==> config.mk <==
export PLATFORM = sky130hd
export DESIGN_NAME = kthsb_cfg
export DESIGN_NICKNAME = d
export VERILOG_FILES = /design/src/hw/rtl/kthsb_pkg.sv /design/src/hw/rtl/kthsb_cfg.sv
export SDC_FILE = /design/constraint.sdc
export NUM_CORES = 1
export LEC_CHECK = 0
export ABC_AREA = 0
export BUFFER_PORTS_ARGS = -buffer_cell sky130_fd_sc_hd__buf_2
export CAP_MARGIN = 40
export CORE_MARGIN = 3
export CORE_UTILIZATION = 33
export DETAILED_ROUTE_END_ITERATION = 10
export PLACE_DENSITY = 0.8
export SLEW_MARGIN = 30
export SYNTH_ARGS = -nofsm -noshare
export SYNTH_HDL_FRONTEND = slang
export SYNTH_SLANG_ARGS = --single-unit
==> constraint.sdc <==
create_clock -name clk -period 1 [get_ports clk]
set_input_delay 0.1 -clock clk [delete_from_list [all_inputs] [get_ports clk]]
set_output_delay 0.1 -clock clk [all_outputs]
set_load 0.05 [all_outputs]
==> src/hw/rtl/kthsb_pkg.sv <==
// Package for the k-th successor block: beat types, item kind and reply codes,
// configuration register map and parameter defaults.
// Used by kthsb_cfg, kthsb_seq and the top level under hw/rtl; depends on nothing.
package kthsb_pkg;

	localparam int NODE_FIELD_W = 10;
	localparam int COUNT_W      = 11;
	localparam int STEP_W       = 31;

	localparam int MAX_NODES_DEF = 1024;
	localparam int TOP_LEVEL_DEF = 30;

	localparam logic [1:0] KIND_LOAD  = 2'd0;
	localparam logic [1:0] KIND_BUILD = 2'd1;
	localparam logic [1:0] KIND_QUERY = 2'd2;

	localparam logic REPLY_BUILD = 1'b0;
	localparam logic REPLY_QUERY = 1'b1;

	localparam int          APB_ADDR_W     = 3;
	localparam int          APB_DATA_W     = 32;
	localparam logic        REG_NODE_COUNT = 1'b0;
	localparam logic [COUNT_W-1:0] NODE_COUNT_RST = 11'd1024;

	typedef struct packed {
		logic [1:0]              kind;
		logic [NODE_FIELD_W-1:0] node_index;
		logic [NODE_FIELD_W-1:0] target_node;
		logic [STEP_W-1:0]       step_count;
	} in_t;

	typedef struct packed {
		logic                    reply_kind;
		logic [NODE_FIELD_W-1:0] result_node;
		logic                    query_error;
	} out_t;

	// Register state and write strobe seen by the sequencer.
	typedef struct packed {
		logic [COUNT_W-1:0] node_count;
		logic               wr;
	} cfg_t;

endpackage

==> src/hw/rtl/kthsb_cfg.sv <==
// APB register block holding node_count.
// Depends on kthsb_pkg for the register map and the cfg_t struct.
module kthsb_cfg (
	input  logic                                clk,
	input  logic                                arst_n,
	input  logic                                psel,
	input  logic                                penable,
	input  logic                                pwrite,
	input  logic [kthsb_pkg::APB_ADDR_W-1:0]    paddr,
	input  logic [kthsb_pkg::APB_DATA_W-1:0]    pwdata,
	output logic [kthsb_pkg::APB_DATA_W-1:0]    prdata,
	output logic                                pready,
	output kthsb_pkg::cfg_t                     cfg
);

	logic [kthsb_pkg::COUNT_W-1:0] node_count_q;
	logic                          sel_count;
	logic                          wr_count;

	assign pready    = 1'b1;
	assign sel_count = (paddr[2] == kthsb_pkg::REG_NODE_COUNT);
	assign wr_count  = psel & penable & pwrite & pready & sel_count;

	always_ff @(posedge clk or negedge arst_n) begin
		if (!arst_n) begin
			node_count_q <= kthsb_pkg::NODE_COUNT_RST;
		end else if (wr_count) begin
			node_count_q <= pwdata[kthsb_pkg::COUNT_W-1:0];
		end
	end

	assign prdata = sel_count ?
		{{(kthsb_pkg::APB_DATA_W - kthsb_pkg::COUNT_W){1'b0}}, node_count_q} :
		'0;

	assign cfg.node_count = node_count_q;
	assign cfg.wr         = wr_count;

endmodule

==> results_dict.tcl, run 1 <==
set metrics [dict create \
    grt.total_usage 0.1160 \
    min_from "pwdata[4]" \
    path_clk_slew_ns 0.07 \
    worst_clock_skew_ns 0 \
    synthCells 62 \
    pwr-share-seq 0.264 \
    final_cell_mix "conb_1 (22), buf_6 (22), buf_2 (17), nor2b_4 (10), dfrtp_2 (10)" \
    r2r_start "node_count_q[8]" \
    period_share 1.197 \
    grt_max_degree 13 \
    clock_path_buffers 2 \
    fin_nets 148 \
    p_total_mw 2.508 \
    finalSetupTns_ns -1.126 \
    first_iter_violations 0 \
    cp_max_fo 2 \
    crit_type "reg2out" \
    hold_viol 0 \
    netSwitchingPower_mw 1.175 \
    rows 16 \
    regMostFlops "node_count_q" \
    die_x_microns 52.94 \
    die_h_microns 52.94 \
    swShare 0.4684 \
    grt_first_pass_wirelength_microns 2352 \
    clock_latency_ns 0.26 \
    max-cap-violations 0 \
    antenna_found_initial 0 \
    routed_wl_microns 1616 \
    ys_seq_elements 11 \
    min_path_cells 2 \
    crit_required_ns 0.90 \
    core_area_sq_um 2022 \
    synthToLayoutAreaGrowth_pct 61.10 \
    final_util 0.5792 \
    fin_ws_ns -0.1966 \
    gr-total-overflow 0 \
    total_leakage_power_nw 0.6401 \
    p_int_mw 1.334 \
    cellPowerDensity_nw_per_um2 2142 \
    ant_nets 0 \
    dp_hpwl_microns 1176 \
    synth_cell_types 12 \
    regToRegEndpoint "node_count_q[8]" \
    synth_seq_area_share 0.3804 \
    htree_num_levels 1 \
    nFillCells 164 \
    final-max-slew-violation-count 0 \
    ir_drop_mv 0.9755 \
    arrival_ns 1.10 \
    cts_sinks 11 \
    start_util 0.3595 \
    cts_tree "built" \
    register_area_sq_um 289.0 \
    start_kind "flip-flop" \
    holdPathEnd "node_count_q[4]" \
    die-area_sq_um 2802 \
    timing.fmax_ghz 0.8357 \
    setup_viol 12 \
    period_minus_slack_ns 1.197 \
    synth_area_sq_um 726.9 \
    drive_above_1_share 0.7664 \
    pin_count 85 \
    post_drt_wl_per_cell_microns 12.06 \
    violations "negative setup slack" \
    firstDrtPassIters 1 \
    hold_class "in2reg" \
    status "finished, violations left" \
    crit_path_end_kind "output pin" \
    port_buffers 39 \
    p_comb_frac 0.617 \
    ys_warn_count 0 \
    r2r_cells 3 \
    reg.largest.list "node_count_q (11)" \
    cts_buffers 3 \
    route.detailed.drc 0 \
    drt-vias-per-instance 3.933 \
    cts-root-buf "clkbuf_4" \
    multiInputGateArea_sq_um 410.4 \
    grt_setup_unrepaired "yes" \
    grt_pass1_vias 512 \
    gp_congestion 0.6340 \
    vias 527 \
    largest_reg_flops 11 \
    avgSynthCellArea_sq_um 11.72 \
    r2r_slack_ns 0 \
    clkPwrFrac 0.118 \
    num_antenna_cells 0 \
]
timing repair:
| item | 4_1_cts | 5_1_grt |
|---|---|---|
| hold buffers | 1 | 0 |
| gates cloned | 0 | 0 |
| endpoints found under the hold margin | 11 | 0 |
| endpoints found under the setup margin | 21 | 22 |
| resized for setup | 34 | 13 |
| pin swaps | 0 | 0 |
| buffers inserted | 3 | 1 |
critical path, stage by stage, from the launching register on:
cell     delay [ns]
dfstp_2        0.54
nor2b_4        0.14
buf_6          0.16
synth_stat cells:
cell type | number | share of area
buf_4 | 23 | 0.24
mux2_2 | 2 | 0.031
nand4b_4 | 1 | 0.033
buf_6 | 1 | 0.015
inv_1 | 1 | 0.0052
conb_1 | 2 | 0.010
clkbuf_1 | 1 | 0.0052
dfstp_2 | 1 | 0.036
mux2_4 | 9 | 0.19
dfrtp_1 | 10 | 0.34
and2b_1 | 1 | 0.010
nor2b_1 | 10 | 0.086
power groups by stage:
| stage | sequential [mW] | combinational, mW | clock (mW) |
|---|---|---|---|
| after detailed placement | 0.656 | 1.26 | 0 |
| after global routing | 0.679 | 1.61 | 0.344 |
| after CTS | 0.645 | 1.47 | 0.312 |
| after global placement | 0.641 | 1.26 | 0 |
| final | 0.663 | 1.55 | 0.297 |
| after floorplan | 0.997 | 0.752 | 0 |
metrics by stage:
stage | hold slack (ns) | setup WS [ns] | instance area, sq um | instances
2_1_floorplan | -0.1956 | -0.1568 | 892.1 | 82
3_3_place_gp | -0.02243 | -0.04214 | 959.7 | 125
3_5_place_dp | -0.01973 | -0.04554 | 959.7 | 125
4_1_cts | 0.04888 | -0.2083 | 1120 | 133
5_1_grt | 0.04894 | -0.2554 | 1171 | 134
6_report | 0.06312 | -0.1966 | 1171 | 134
cell families (layout without fill, tap and decap cells):
family,after synthesis,count (layout),synth area share
buf+inv,26,51,0.2633
simple gates,12,12,0.1291
flops,11,11,0.3804
mux,11,11,0.2169
other cells,2,22,0.01033
how the worst max path moves through the flow:
stage | startpoint | to | slack, ns | depth (start not counted)
detailed placement | paddr[2] | prdata[8] | -0.05 | 4
finish | node_count_q[10] | prdata[10] | -0.20 | 2
CTS | node_count_q[10] | prdata[10] | -0.21 | 2
floorplan | node_count_q[10] | prdata[10] | -0.16 | 1
global placement | paddr[2] | prdata[8] | -0.04 | 4
global route | node_count_q[10] | prdata[10] | -0.26 | 2
metal layers:
metal	track usage	routed length, microns	vias up
li1	-	-	239
met1	0.1340	625	243
met2	0.2066	806	45
met3	0.04507	183	0
met4	0.01277	0	0
met5	0	0	-
layout make-up:
cell class              instances  share of cell area
multi-input cells              45              0.3504
repair buffers                 46              0.3483
flip-flops and latches         11              0.2468
well taps                      27             0.02885
clock buffers                   4             0.02244
inverters                       1            0.003205
No activity file was read; power rests on OpenSTA's default activity.
==> run 2: changes to the inputs <==
ABC_AREA = unset   (was 0)
CORE_MARGIN = 8   (was 3)
==> run 2 against run 1 <==
The run still ends with negative setup slack left. Critical path depth stayed put. Design area up 2.0%. Sequential share of layout area is 0.49 points lower. Wire length rose by 18%. First-iteration DRC count grew 7. Clock power is 3% higher. Utilization fell by 2.3 points. Worst hold slack got worse by 0.0041 ns. Combinational power hardly changed. Fmax grew 0.71%. Die area increased by 41%. Final cell count up 0.75%. Largest cell class is now non-clock buffers. Largest power group unchanged. Highest routed layer unchanged.
==> results_dict.tcl, run 2 (synthesized netlist as in run 1, its figures left out) <==
set metrics [dict create \
    timing.fmax_ghz 0.8416 \
    grt_first_pass_wirelength_microns 3243 \
    firstDrtPassIters 3 \
    rows 17 \
    dp_hpwl_microns 1499 \
    die_x_microns 62.94 \
    worst_clock_skew_ns 0 \
    holdWs_ns 0.05901 \
    cts_sinks 11 \
    cts_tree "built" \
    critical_path.top_delay_family "flip-flops" \
    htree_num_levels 1 \
    antenna_found_initial 0 \
    pwr-share-seq 0.262 \
    fin_nets 148 \
    drive_above_1_share 0.7664 \
    hold_viol 0 \
    start_kind "flip-flop" \
    die_h_microns 62.94 \
    route.detailed.drc 0 \
    die-area_sq_um 3961 \
    clock_latency_ns 0.26 \
    ir_drop_mv 1.056 \
    netSwitchingPower_mw 1.185 \
    fin_ws_ns -0.1882 \
    vias 521 \
    cp_max_fo 2 \
    violations "negative setup slack" \
    crit_type "reg2out" \
    gp_congestion 0.7241 \
    use_met1 0.1095 \
    period_share 1.188 \
    setup_viol 13 \
    critical_path_buf_inv_count 1 \
    pin_count 85 \
    cts_buffers 3 \
    synthToLayoutAreaGrowth_pct 64.37 \
    grt.total_usage 0.1000 \
    max_stage_delay_ns 0.53 \
    grt_pass1_vias 620 \
    path_clk_slew_ns 0.07 \
    use_met3 0.04480 \
    port_buffers 39 \
    routed_wl_microns 1907 \
    reg.largest.list "node_count_q (11)" \
    max-cap-violations 0 \
    crit_chain "nor2b_4, buf_6" \
    arrival_ns 1.09 \
    total_leakage_power_nw 0.6476 \
    cp_slowest_cell "dfstp_2" \
    use_met2 0.1665 \
    grt_setup_unrepaired "yes" \
    num_antenna_cells 0 \
    p_comb_frac 0.617 \
    ant_nets 0 \
    final_common_cell "conb_1" \
    crit_required_ns 0.90 \
    core_area_sq_um 2148 \
    first_iter_violations 7 \
    cellPowerDensity_nw_per_um2 2106 \
    gr-total-overflow 0 \
    p_int_mw 1.331 \
    hold_class "in2reg" \
    clock_path_buffers 2 \
    swShare 0.4708 \
    cts-root-buf "clkbuf_4" \
    status "finished, violations left" \
    final-max-slew-violation-count 0 \
    p_total_mw 2.516 \
    period_minus_slack_ns 1.188 \
    largest_reg_flops 11 \
    grt.busiest_layer "met2" \
    post_drt_wl_per_cell_microns 14.13 \
    start_util 0.3384 \
    grt_max_degree 12 \
    regMostFlops "node_count_q" \
    clkPwrFrac 0.121 \
    crit_path_end_kind "output pin" \
    final_cell_mix "conb_1 (22), buf_6 (20), buf_2 (16), nor2b_4 (10), dfrtp_2 (10)" \
    drt-vias-per-instance 3.859 \
]
==> run 2: what timing repair did <==
item	4_1_cts	5_1_grt
hold buffers	1	0
endpoints found under the hold margin	11	0
buffers inserted	1	1
resized for setup	35	14
setup endpoints to repair	22	23
==> run 2: power by group through the flow <==
stage               combinational, mW  sequential [mW]  clock (mW)
finish                           1.55            0.659       0.305
global route                     1.61            0.678       0.359
CTS                              1.46            0.646       0.322
detailed placement               1.28            0.649           0
global placement                 1.27            0.639           0
floorplan                       0.752            0.997           0
==> run 2: final cells by class <==
cell class                      instances  area [sq um]
Timing Repair Buffer                   46         430.4
Tap cell                               28         35.03
Inverter                                1         3.754
Multi-Input combinational cell         45         410.4
Fill cell                             196         953.4
Sequential cell                        11         289.0
Clock buffer                            4         26.28
==> run 2: final timing paths <==
kind / start / end / slack [ns] / cells after the start
max in group asynchronous: arst_n / node_count_q[10] / 0.51 / 2
min in group asynchronous: arst_n / node_count_q[7] / 0.23 / 2
min reg2reg: node_count_q[4] / node_count_q[4] / 0.55 / 1
max: node_count_q[10] / prdata[10] / -0.19 / 2
max reg2reg: node_count_q[8] / node_count_q[8] / 0.11 / 2
min: pwdata[2] / node_count_q[2] / 0.06 / 2
==> run 2: per-stage QoR <==
step,setup slack [ns],utilization,setup TNS [ns],std cells,cell area [sq um]
final,-0.1882,0.5562,-1.078,135,1195
after global routing,-0.2475,0.5562,-1.698,135,1195
after CTS,-0.2086,0.5288,-1.167,134,1136
after detailed placement,-0.07032,0.4601,-0.5790,128,988.4
after global placement,-0.04935,0.4601,-0.3335,128,988.4
after floorplan,-0.1568,-,-0.1568,82,892.1
==> run 2: per-layer routing <==
metal,share of wire,routed length [microns]
met2,0.51,979
met4,0,0
met3,0.077,147
met1,0.41,780
met5,0,0
==> run 3: changes to the inputs <==
BUFFER_PORTS_ARGS = unset   (was -buffer_cell sky130_fd_sc_hd__buf_2)
CORE_UTILIZATION = 55   (was 33)
DONT_BUFFER_PORTS = 1   (was unset)
PLACE_DENSITY = 0.7   (was 0.8)
SKIP_CTS_REPAIR_TIMING = 1   (was unset)
==> run 3 against run 2 <==
Clock skew did not move. Fmax fell by 4.3%. Count of clock-buffer cells in the layout did not move. Sequential share of layout area fell by 0.20 points. The run still ends with negative setup slack left. Combinational power rose by 4%. Critical path depth did not move. Sequential cell count did not move. Critical endpoint unchanged. Design area rose by 0.84%. Die area fell by 31%.
==> results_dict.tcl, run 3 (synthesized netlist as in run 1, its figures left out) <==
set metrics [dict create \
    die_x_microns 52.36 \
    pin_count 85 \
    clock_path_buffers 2 \
    grt_setup_unrepaired "yes" \
    crit_required_ns 0.90 \
    period_minus_slack_ns 1.242 \
    grt_max_degree 13 \
    gr-total-overflow 0 \
    cp_max_fo 3 \
    grt.total_usage 0.1231 \
    hold_viol 0 \
    total_leakage_power_nw 0.6083 \
    start_util 0.5730 \
    timing.fmax_ghz 0.8054 \
    cts-root-buf "clkbuf_4" \
    final_cell_mix "conb_1 (22), dlygate4sd3_1 (12)" \
    cts_buffers 3 \
    first_iter_violations 3 \
    core_area_sq_um 1269 \
    hold_class "in2async" \
    worst_clock_skew_ns 0 \
    cellPowerDensity_nw_per_um2 2165 \
    tightest_slew_ns 0.5026 \
    path_clk_slew_ns 0.08 \
    rows 13 \
    fin_nets 137 \
    antenna_found_initial 0 \
    setup_viol 12 \
    dp_hpwl_microns 1393 \
    nFillCells 32 \
    fin_ws_ns -0.2416 \
    ant_nets 0 \
    relSlewSlack 0.6638 \
    vias 494 \
    port_buffers 0 \
    multiInputGateArea_sq_um 411.6 \
    crit_path_end_kind "output pin" \
    regMostFlops "node_count_q" \
    grt_first_pass_wirelength_microns 2470 \
    grt_pass1_vias 516 \
    period_share 1.242 \
    cts_sinks 11 \
    firstDrtPassIters 4 \
    cts_tree "built" \
    final-max-slew-violation-count 0 \
    start_kind "flip-flop" \
    arrival_ns 1.14 \
    final_area_sq_um 1205 \
    p_total_mw 2.608 \
    holdWs_ns 0.2277 \
    htree_num_levels 1 \
    max-cap-violations 0 \
    violations "negative setup slack" \
    clock_latency_ns 0.27 \
    drt-vias-per-instance 4.450 \
    num_antenna_cells 0 \
    routed_wl_microns 2406 \
    ir_drop_mv 1.358 \
    crit_type "reg2out" \
    largest_reg_flops 11 \
    gp_congestion 0.6383 \
    post_drt_wl_per_cell_microns 21.68 \
    reg.largest.list "node_count_q (11)" \
    synthToLayoutAreaGrowth_pct 65.75 \
    placed_area_sq_um 1012 \
    final_util 0.9497 \
    status "finished, violations left" \
    die-area_sq_um 2741 \
    final_common_cell "conb_1" \
    die_h_microns 52.36 \
    route.detailed.drc 0 \
    drive_above_1_share 0.6250 \
    register_area_sq_um 289.0 \
]
## run 3: where the power goes
part	leakage, nW	internal [mW]	switching (mW)
logic	0.474	0.662	0.946
clock network	0.0150	0.155	0.169
registers	0.120	0.568	0.109
## run 3: through the flow
stage	std cells	TNS, ns	setup WS (ns)
after floorplan	82	-0.1568	-0.1568
after global placement	94	0	0.04692
after detailed placement	94	0	0.03638
after CTS	98	-1.070	-0.2208
after global routing	111	-1.665	-0.2969
final	111	-1.181	-0.2416
## run 3: critical path: stages, from the launching register on
cell	delay (ns)
dfstp_2	0.55
nor2b_4	0.17
buf_12	0.14
## run 3: layer usage
layer  GRT usage  vias up  share of wire
met2      0.2016       39           0.57
li1            -      219              -
met1      0.1184      232           0.34
met5           0        -              0
met4     0.07759        0          0.012
met3     0.06534        4          0.076
## run 3: cell type report
| type | count | share of cell area |
|---|---|---|
| inverter | 1 | 0.003115 |
| multi-input combinational | 45 | 0.3416 |
| timing repair buffer | 35 | 0.3780 |
| sequential | 11 | 0.2399 |
| tap | 15 | 0.01558 |
| clock buffer | 4 | 0.02181 |
## run 3: final timing paths
check / from / end / slack (ns) / depth (start not counted)
max: node_count_q[10] / prdata[10] / -0.24 / 2
min: arst_n / node_count_q[7] / 0.23 / 1
max reg2reg: node_count_q[4] / node_count_q[4] / 0.07 / 2
min reg2reg: node_count_q[6] / node_count_q[6] / 0.56 / 1
max in group asynchronous: arst_n / node_count_q[6] / 0.41 / 1
min in group clk: penable / node_count_q[8] / 0.26 / 2
